==> src/rtl/cpa_pkg.sv <==
// Shared types and codes of the contiguous page allocator.
// Depends on nothing; used by the map cell, the top level and the checker.
package cpa_pkg;

	localparam int OP_W   = 2;
	localparam int SIZE_W = 17;
	localparam int ST_W   = 2;

	typedef logic [1:0] entry_t;

	// Page map entry codes; the fourth code is never written.
	localparam entry_t ENT_FREE  = 2'd0;
	localparam entry_t ENT_START = 2'd1;
	localparam entry_t ENT_CONT  = 2'd2;
	localparam entry_t ENT_RSVD  = 2'd3;

	localparam logic [OP_W-1:0] OP_ALLOC = 2'd0;
	localparam logic [OP_W-1:0] OP_FREE  = 2'd1;
	localparam logic [OP_W-1:0] OP_CLEAR = 2'd2;

	localparam logic [ST_W-1:0] ST_OK       = 2'd0;
	localparam logic [ST_W-1:0] ST_BAD      = 2'd1;
	localparam logic [ST_W-1:0] ST_NOROOM   = 2'd2;
	localparam logic [ST_W-1:0] ST_NOTALLOC = 2'd3;

	// Control broadcast to every cell of the map ring.
	typedef struct packed {
		logic shift;
		logic clr;
	} cell_ctl_t;

endpackage

==> src/rtl/contiguous_page_allocator.sv <==
// An allocate scans the whole ring and, when a run is found, marks it in a second pass;
// a free makes one pass; a zero or oversized request, a clear and bad ops skip the passes.
// One transaction at a time: no new one is taken until the result is in the output register.
// Each pass is paced by the ring of map cells, which turns one page per cycle past
// a single read and write-back point. Reset (arst_n low) frees every page at once.
// Depends on cpa_pkg and cpa_cell.
module contiguous_page_allocator #(
	parameter int NUM_PAGES  = 256,
	parameter int PAGE_BYTES = 256,
	localparam int PG_W      = $clog2(NUM_PAGES + 1),
	localparam int IN_W      = ((cpa_pkg::OP_W + cpa_pkg::SIZE_W + PG_W + 7) / 8) * 8,
	localparam int OUT_W     = ((cpa_pkg::ST_W + PG_W + 7) / 8) * 8
) (
	input  logic             clk,
	input  logic             arst_n,
	input  logic             s_tvalid,
	output logic             s_tready,
	input  logic [IN_W-1:0]  s_tdata,   // operation, size_bytes, page_number, zero pad
	output logic             m_tvalid,
	input  logic             m_tready,
	output logic [OUT_W-1:0] m_tdata    // status, base_page, zero pad
);
	import cpa_pkg::*;

	localparam int PIDX_W = $clog2(NUM_PAGES);
	// A run's byte count stops growing once it covers the request, so it
	// never exceeds the largest request plus one page.
	localparam int RB_W = $clog2((1 << SIZE_W) + PAGE_BYTES);
	localparam logic [63:0] MAX_BYTES = 64'(NUM_PAGES) * 64'(PAGE_BYTES);
	localparam logic [PIDX_W-1:0] LAST_IDX = PIDX_W'(NUM_PAGES - 1);

	localparam logic [2:0] S_IDLE = 3'd0;
	localparam logic [2:0] S_SCAN = 3'd1;
	localparam logic [2:0] S_MARK = 3'd2;
	localparam logic [2:0] S_FREE = 3'd3;
	localparam logic [2:0] S_DONE = 3'd4;

	// Fields of an incoming transaction.
	logic [OP_W-1:0]   in_op;
	logic [SIZE_W-1:0] in_size;
	logic [PG_W-1:0]   in_pg;

	assign in_op   = s_tdata[OP_W-1:0];
	assign in_size = s_tdata[OP_W +: SIZE_W];
	assign in_pg   = s_tdata[OP_W + SIZE_W +: PG_W];

	logic [2:0]        state_q;
	logic [PIDX_W-1:0] pos_q;       // page index currently at the head of the ring
	logic [SIZE_W-1:0] size_q;
	logic [PIDX_W-1:0] pg_idx_q;    // index of the page named by a free
	logic [RB_W-1:0]   run_bytes_q; // bytes covered by the current free run
	logic [PIDX_W-1:0] run_start_q;
	logic [PIDX_W-1:0] start_q;     // chosen run, first and last index
	logic [PIDX_W-1:0] end_q;
	logic              found_q;
	logic              walk_q;      // free walk still clearing continuations
	logic              nalloc_q;
	logic [ST_W-1:0]   res_st_q;
	logic [PG_W-1:0]   res_pg_q;
	logic              m_valid_q;
	logic [ST_W-1:0]   out_st_q;
	logic [PG_W-1:0]   out_pg_q;

	// The ring: each cell takes its neighbour's entry, the last cell takes the
	// written-back head entry, so after NUM_PAGES shifts the map is aligned again.
	cell_ctl_t cell_ctl;
	entry_t    cell_out [NUM_PAGES];
	entry_t    head;
	entry_t    wb;
	logic      accept;

	assign accept = s_tvalid && s_tready;
	assign head   = cell_out[0];

	assign cell_ctl.shift = (state_q == S_SCAN) || (state_q == S_MARK) || (state_q == S_FREE);
	assign cell_ctl.clr   = accept && (in_op == OP_CLEAR);

	for (genvar i = 0; i < NUM_PAGES; i++) begin : g_cell
		entry_t cell_in;
		if (i == NUM_PAGES - 1) begin : g_tail
			assign cell_in = wb;
		end else begin : g_body
			assign cell_in = cell_out[i + 1];
		end
		cpa_cell u_cell (
			.clk    (clk),
			.arst_n (arst_n),
			.ctl    (cell_ctl),
			.din    (cell_in),
			.dout   (cell_out[i])
		);
	end

	// Per-cycle work on the head entry.
	logic [RB_W-1:0] run_bytes_inc;
	logic            fit_now;
	logic            hit_free_pg;
	logic            last_pos;

	assign run_bytes_inc = run_bytes_q + RB_W'(PAGE_BYTES);
	assign fit_now       = !found_q && (head == ENT_FREE) && (run_bytes_inc >= RB_W'(size_q));
	assign hit_free_pg   = (pos_q == pg_idx_q);
	assign last_pos      = (pos_q == LAST_IDX);

	always_comb begin
		wb = head;
		case (state_q)
			S_MARK: begin
				if (pos_q == start_q) begin
					wb = ENT_START;
				end else if (pos_q > start_q && pos_q <= end_q) begin
					wb = ENT_CONT;
				end
			end
			S_FREE: begin
				if (hit_free_pg) begin
					if (head != ENT_FREE) begin
						wb = ENT_FREE;
					end
				end else if (walk_q && (head == ENT_CONT || head == ENT_RSVD)) begin
					wb = ENT_FREE;
				end
			end
			default: begin
				wb = head;
			end
		endcase
	end

	// The result register is emptied by a taken result unless the finishing state
	// refills it in the same cycle.
	always_ff @(posedge clk or negedge arst_n) begin
		if (!arst_n) begin
			state_q   <= S_IDLE;
			m_valid_q <= 1'b0;
		end else begin
			if (m_valid_q && m_tready && (state_q != S_DONE)) begin
				m_valid_q <= 1'b0;
			end
			case (state_q)
				S_IDLE: begin
					if (accept) begin
						case (in_op)
							OP_ALLOC: begin
								if (in_size == '0) begin
									state_q <= S_DONE;
								end else if (64'(in_size) > MAX_BYTES) begin
									state_q <= S_DONE;
								end else begin
									state_q <= S_SCAN;
								end
							end
							OP_FREE: begin
								if (in_pg == '0 || in_pg > PG_W'(NUM_PAGES)) begin
									state_q <= S_DONE;
								end else begin
									state_q <= S_FREE;
								end
							end
							default: begin
								state_q <= S_DONE;
							end
						endcase
					end
				end
				S_SCAN: begin
					if (last_pos) begin
						state_q <= (found_q || fit_now) ? S_MARK : S_DONE;
					end
				end
				S_MARK, S_FREE: begin
					if (last_pos) begin
						state_q <= S_DONE;
					end
				end
				S_DONE: begin
					if (!m_valid_q || m_tready) begin
						m_valid_q <= 1'b1;
						state_q   <= S_IDLE;
					end
				end
				default: begin
					state_q <= S_IDLE;
				end
			endcase
		end
	end

	// Datapath registers; they need no reset as the state machine qualifies them.
	always_ff @(posedge clk) begin
		case (state_q)
			S_IDLE: begin
				pos_q       <= '0;
				run_bytes_q <= '0;
				run_start_q <= '0;
				found_q     <= 1'b0;
				walk_q      <= 1'b0;
				nalloc_q    <= 1'b0;
				size_q      <= in_size;
				pg_idx_q    <= PIDX_W'(in_pg - PG_W'(1));
				res_pg_q    <= '0;
				case (in_op)
					OP_ALLOC: res_st_q <= (in_size == '0) ? ST_BAD : ST_NOROOM;
					OP_FREE:  res_st_q <= ST_BAD;
					OP_CLEAR: res_st_q <= ST_OK;
					default:  res_st_q <= ST_BAD;
				endcase
			end
			S_SCAN: begin
				pos_q <= last_pos ? '0 : pos_q + PIDX_W'(1);
				if (!found_q) begin
					if (head == ENT_FREE) begin
						run_bytes_q <= run_bytes_inc;
						if (run_bytes_q == '0) begin
							run_start_q <= pos_q;
						end
					end else begin
						run_bytes_q <= '0;
					end
				end
				if (fit_now) begin
					found_q <= 1'b1;
					start_q <= (run_bytes_q == '0) ? pos_q : run_start_q;
					end_q   <= pos_q;
				end
				if (last_pos && !(found_q || fit_now)) begin
					res_st_q <= ST_NOROOM;
					res_pg_q <= '0;
				end
			end
			S_MARK: begin
				pos_q <= last_pos ? '0 : pos_q + PIDX_W'(1);
				if (last_pos) begin
					res_st_q <= ST_OK;
					res_pg_q <= PG_W'(start_q) + PG_W'(1);
				end
			end
			S_FREE: begin
				pos_q <= last_pos ? '0 : pos_q + PIDX_W'(1);
				if (hit_free_pg) begin
					nalloc_q <= (head == ENT_FREE);
					walk_q   <= (head != ENT_FREE);
				end else if (walk_q && !(head == ENT_CONT || head == ENT_RSVD)) begin
					walk_q <= 1'b0;
				end
				if (last_pos) begin
					if (nalloc_q || (hit_free_pg && head == ENT_FREE)) begin
						res_st_q <= ST_NOTALLOC;
						res_pg_q <= '0;
					end else begin
						res_st_q <= ST_OK;
						res_pg_q <= PG_W'(pg_idx_q) + PG_W'(1);
					end
				end
			end
			S_DONE: begin
				if (!m_valid_q || m_tready) begin
					out_st_q <= res_st_q;
					out_pg_q <= res_pg_q;
				end
			end
			default: begin
				pos_q <= '0;
			end
		endcase
	end

	assign s_tready = (state_q == S_IDLE);
	assign m_tvalid = m_valid_q;
	assign m_tdata  = OUT_W'({out_pg_q, out_st_q});

endmodule

==> src/rtl/cpa_cell.sv <==
// One page map entry of the allocator's ring of cells.
// Depends on cpa_pkg for the entry type and the cell control struct.
module cpa_cell (
	input  logic              clk,
	input  logic              arst_n,
	input  cpa_pkg::cell_ctl_t ctl,
	input  cpa_pkg::entry_t   din,
	output cpa_pkg::entry_t   dout
);
	import cpa_pkg::*;

	entry_t entry_q;

	// A clear wins over a shift; the entry moves one place on every shift.
	always_ff @(posedge clk or negedge arst_n) begin
		if (!arst_n) begin
			entry_q <= ENT_FREE;
		end else if (ctl.clr) begin
			entry_q <= ENT_FREE;
		end else if (ctl.shift) begin
			entry_q <= din;
		end
	end

	assign dout = entry_q;

endmodule

==> config.mk <==
export PLATFORM = sky130hd
export DESIGN_NAME = contiguous_page_allocator
export DESIGN_NICKNAME = d
export VERILOG_FILES = /design/src/rtl/cpa_pkg.sv /design/src/rtl/contiguous_page_allocator.sv /design/src/rtl/cpa_cell.sv
export SDC_FILE = /design/constraint.sdc
export NUM_CORES = 1
export LEC_CHECK = 0
export BUFFER_PORTS_ARGS = -buffer_cell sky130_fd_sc_hd__buf_4
export CORE_MARGIN = 4
export CORE_UTILIZATION = 62
export CTS_CLUSTER_DIAMETER = 80
export DETAILED_ROUTE_END_ITERATION = 8
export GPL_TIMING_DRIVEN = 0
export PLACE_DENSITY_LB_ADDON = 0.3
export SLEW_MARGIN = 20
export SYNTH_ARGS = -nofsm -noshare
export SYNTH_HDL_FRONTEND = slang
export SYNTH_SLANG_ARGS = --single-unit
==> constraint.sdc <==
create_clock -name clk -period 5.6 [get_ports clk]
set_input_delay 0.28 -clock clk [delete_from_list [all_inputs] [get_ports clk]]
set_output_delay 0.28 -clock clk [all_outputs]
set_load 0.05 [all_outputs]
==> impl.org <==
** Routing
- For this run, design rule violations remaining after detail routing come to 0.
- Number of iterations in the first detailed-routing pass :: 5
- Routed WL per cell :: 19.4 µm
- Total length of routed wires :: 44700 µm
- Using the TritonRoute via totals, the vias-per-cell ratio works out to 6.12.
- Detailed routing inserted a total of 14.1k vias.
- Detail Route Antenna Nets :: 0
- After the first detailed-routing iteration, the DRC count stood at 1137.

** Placed design
- Half-perimeter wire length after detailed placement :: 27100 µm
- Minimum setup slack after placement :: 1760 ps
- Global placement routability congestion :: 0.844
- Port buffering added 44 buffers.

** Pwr
- Clk network pwr share :: 30.3%
- Across the VDD grid, the largest voltage drop is 0.299 mV.
- Power per cell area :: 480 nW/µm²
- Internal power consumption :: 8210 µW
- Sw power :: 4650 µW
- Summed over all cells, the static leakage comes to 0.0127 µW.
- Switching share of power :: 36.2%
- Of the total power, registers draw 41.4%.
- In this run, the combinational gates consume 28.3% of the power.

** Global route
- Global routing used 32.3% of the available met1 tracks.
- Global routing used 22.1% of the available tracks.
- Busiest layer in global routing :: met2
- The initial antenna violation count was 0.
- Global routing usage on met3 :: 3.59%
- Vias in the first global route :: 14.6k
- Wire length of the first global-routing pass :: 75500 µm
- Total congestion overflow after global routing :: 0
- Entering global routing, the biggest net connects 107 pins.
- Global routing met2 resource utilization :: 34.8%

** Cells and area
- Counting the fill cells in the layout gives 2335.
- Compared with the post-synthesis result, the final layout area differs by 14.4%.
- The repair_antennas step left the layout with diodes totalling 0.
- Fraction of the core area covered by cells at the end of the flow :: 72.5%
- Cells with a size suffix above 1 make up 12.6% of the layout.
- Nets :: 1838

** Setup path
- CP Class :: reg -> reg
- Worst endpoint required time :: 5840 ps
- Critical path launch point type :: flop
- In this run the worst path has a maximum fanout of 11.
- Data on the critical path arrives at its endpoint at 3740 ps.
- The worst setup path is captured at a flop.

** Floorplan
- Row generation in the floorplan step produced 70 rows.
- Die Area :: 41000 µm²
- The floorplan step set the die height to 202 µm.
- In this run the count of I/O pins placed on the die edge is 54.
- The total area inside the core boundary comes to 37000 µm².
- Horiz. Die Dim :: 202 µm
- Effective utilization at floorplan :: 63.4%

** Clock network
- Resize count post-CTS :: 0
- Clock tree synthesis selected as its root buffer the cell clkbuf_16.
- The tree built by TritonCTS fans out to 616 sinks.
- No sink is reached through more buffers than the 3 on the longest clock path.
- The later pin in the worst-skew pair is clocked with a latency of 610 ps.
- TritonCTS buffer count :: 59
- TritonCTS built the clock tree.
- After clock tree synthesis, the clock-pin slew on the worst setup and hold paths is 60 ps.
- CTS built an H-tree with a depth of 2.

** Logic synthesis
- Most common flop cell mapped by yosys :: dfrtp_1
- After synthesis, the mean cell area works out to 14.5 µm².
- The biggest area contributor in the post-synthesis netlist is dfrtp_1.
- Number of warnings reported in the yosys synthesis log :: 0
- EDFF count, synth :: 100
- Leading cell types by count after synthesis :: dfrtp_1, a22o_1, edfxtp_1
- Top cell type's share of synthesized area :: 55.1%
- Fraction of registers with async set or reset after synthesis :: 83.8%
- The synthesized netlist contains 55 unique library cells.
- In this run, synthesis produced a sequential element count of 616.
- The synthesized netlist occupies a cell area of 23400 µm².
- Most frequent cell after synthesis :: dfrtp_1
- The cell count after synthesis came out at 1617.
- After synthesis, the cell types taking the most area are dfrtp_1, a22o_1, edfxtp_1.
- Share of the yosys chip area belonging to registers :: 67.9%

** STA
- Fmax :: 286 MHz
- Hold slack :: 34.8 ps
- In this run the tightest slew margin relative to its limit is 30.5%.
- Final count of pins violating max slew :: 0
- After layout, the worst setup slack is 2100 ps.
- Setup repair after global routing left no endpoint under its margin.
- Minimum period implied by the final worst setup slack :: 3500 ps
- Setup violations remaining at the end of the flow were counted as 0.
- Post-route clock skew :: 17.9 ps
- Slew at the pin closest to its max-slew limit :: 1040 ps
- Number of hold violations in the final report :: 0
- In the finished design, the share of the clock period the worst path needs comes to 62.5%.

** Outcome
- The flow ran to the end, and the final reports show no timing, DRC or antenna violations.

** Worst hold path
- Kind of path behind the tightest hold check :: in -> reg

** Run
- Number of max-capacitance violations reported :: 0
[power by group through the flow]
stage | logic, µW | registers (µW) | clock network (µW)
finish | 3640 | 5320 | 3900
global route | 4040 | 5350 | 4170
CTS | 3620 | 5310 | 3980
detailed placement | 3560 | 5390 | 0
global placement | 3340 | 5380 | 0
floorplan | 2440 | 5390 | 0
[cell type report]
class / instances / area, µm² / share of cell area [%]
timing repair buffer: 79 / 762 / 2.84
tap: 504 / 631 / 2.35
buffer: 128 / 561 / 2.09
clock inverter: 16 / 130 / 0.486
clock buffer: 90 / 1800 / 6.70
sequential: 616 / 15900 / 59.4
multi-input combinational: 829 / 6820 / 25.4
inverter: 48 / 180 / 0.673
[routing by layer]
metal,wire (µm),vias to the layer above
met4,1190,0
li1,-,6461
met1,20600,7289
met2,21200,288
met3,1720,91
met5,0,-
[worst max-delay path, cell delays in order, from the launching register on]
cell and delay (ps):
edfxtp_1 460, ha_1 260, and3_1 220, xnor2_1 260, ha_1 290, nand2_1 90
o21ai_0 110, a32o_1 310, a2111oi_4 460, nor2_1 130, o221ai_2 550
[sequential cells by signal, indices dropped and copies added, names as in the netlist, 3 cells and up]
register            cells
start_q                 8
pg_idx_q                8
pos_q                   8
g_cell.u_cell.dout    512
out_pg_q                9
run_bytes_q            18
run_start_q             8
size_q                 17
state_q                 3
res_pg_q                9
end_q                   8
[logic make-up after synthesis]
logic type / share of synthesized area, %
flops: 67.9
compound gates: 20.9
buf+inv: 3.16
simple gates: 3.81
fa+ha+maj: 2.19
xor+xnor: 1.53
mux: 0.427
other cells: 0.0160
[layout by cell type (no fill, tap or decap), drive strengths merged, types with 10 or more instances in the layout]
master,synthesis,layout
a21oi,17,17
a22o,510,510
and3,17,17
buf,55,108
clkbuf,73,163
clkinv,0,13
dfrtp,516,516
dlygate4sd3,0,26
edfxtp,100,100
ha,41,41
inv,48,49
nand2,22,22
nand3,20,20
nand4,10,10
nor2,28,28
nor2b,11,11
nor3,10,10
o22ai,10,10
xnor2,25,25
xor2,16,16
[worst paths after layout]
| path | from | end | slack, ps | cells past startpoint |
|---|---|---|---|---|
| worst max-delay path | run_bytes_q[8]$_SDFFCE_PN0P_ | res_pg_q[7]$_DFFE_PP_ | 2100 | 10 |
| worst min-delay path | s_tdata[21] | pg_idx_q[2]$_DFFE_PP_ | 30 | 2 |
| worst max register to register | run_bytes_q[8]$_SDFFCE_PN0P_ | res_pg_q[7]$_DFFE_PP_ | 2100 | 10 |
| worst min register to register | res_pg_q[2]$_DFFE_PP_ | out_pg_q[2]$_DFFE_PP_ | 420 | 0 |
| max in group asynchronous | arst_n | g_cell[136].u_cell.dout[0]$_DFFE_PN0P_ | 4150 | 4 |
| min in group asynchronous | arst_n | g_cell[179].u_cell.dout[0]$_DFFE_PN0P_ | 190 | 2 |
[stage by stage]
| step | instances | power, µW | cell area [µm²] | TNS, ps |
|---|---|---|---|---|
| floorplan | 1621 | 7830 | 23400 | 0 |
| global placement | 2169 | 8720 | 24400 | -344150 |
| detailed placement | 2178 | 8950 | 24600 | 0 |
| CTS | 2310 | 12900 | 26800 | 0 |
| global route | 2310 | 13600 | 26800 | 0 |
| finish | 2310 | 12900 | 26800 | 0 |
[timing repair]
action / in CTS / in global routing
buffers inserted: 0 / 0
hold buffers: 26 / 0
hold endpoints to repair: 80 / 0
Note: power is estimated with default switching activity, not from simulation.
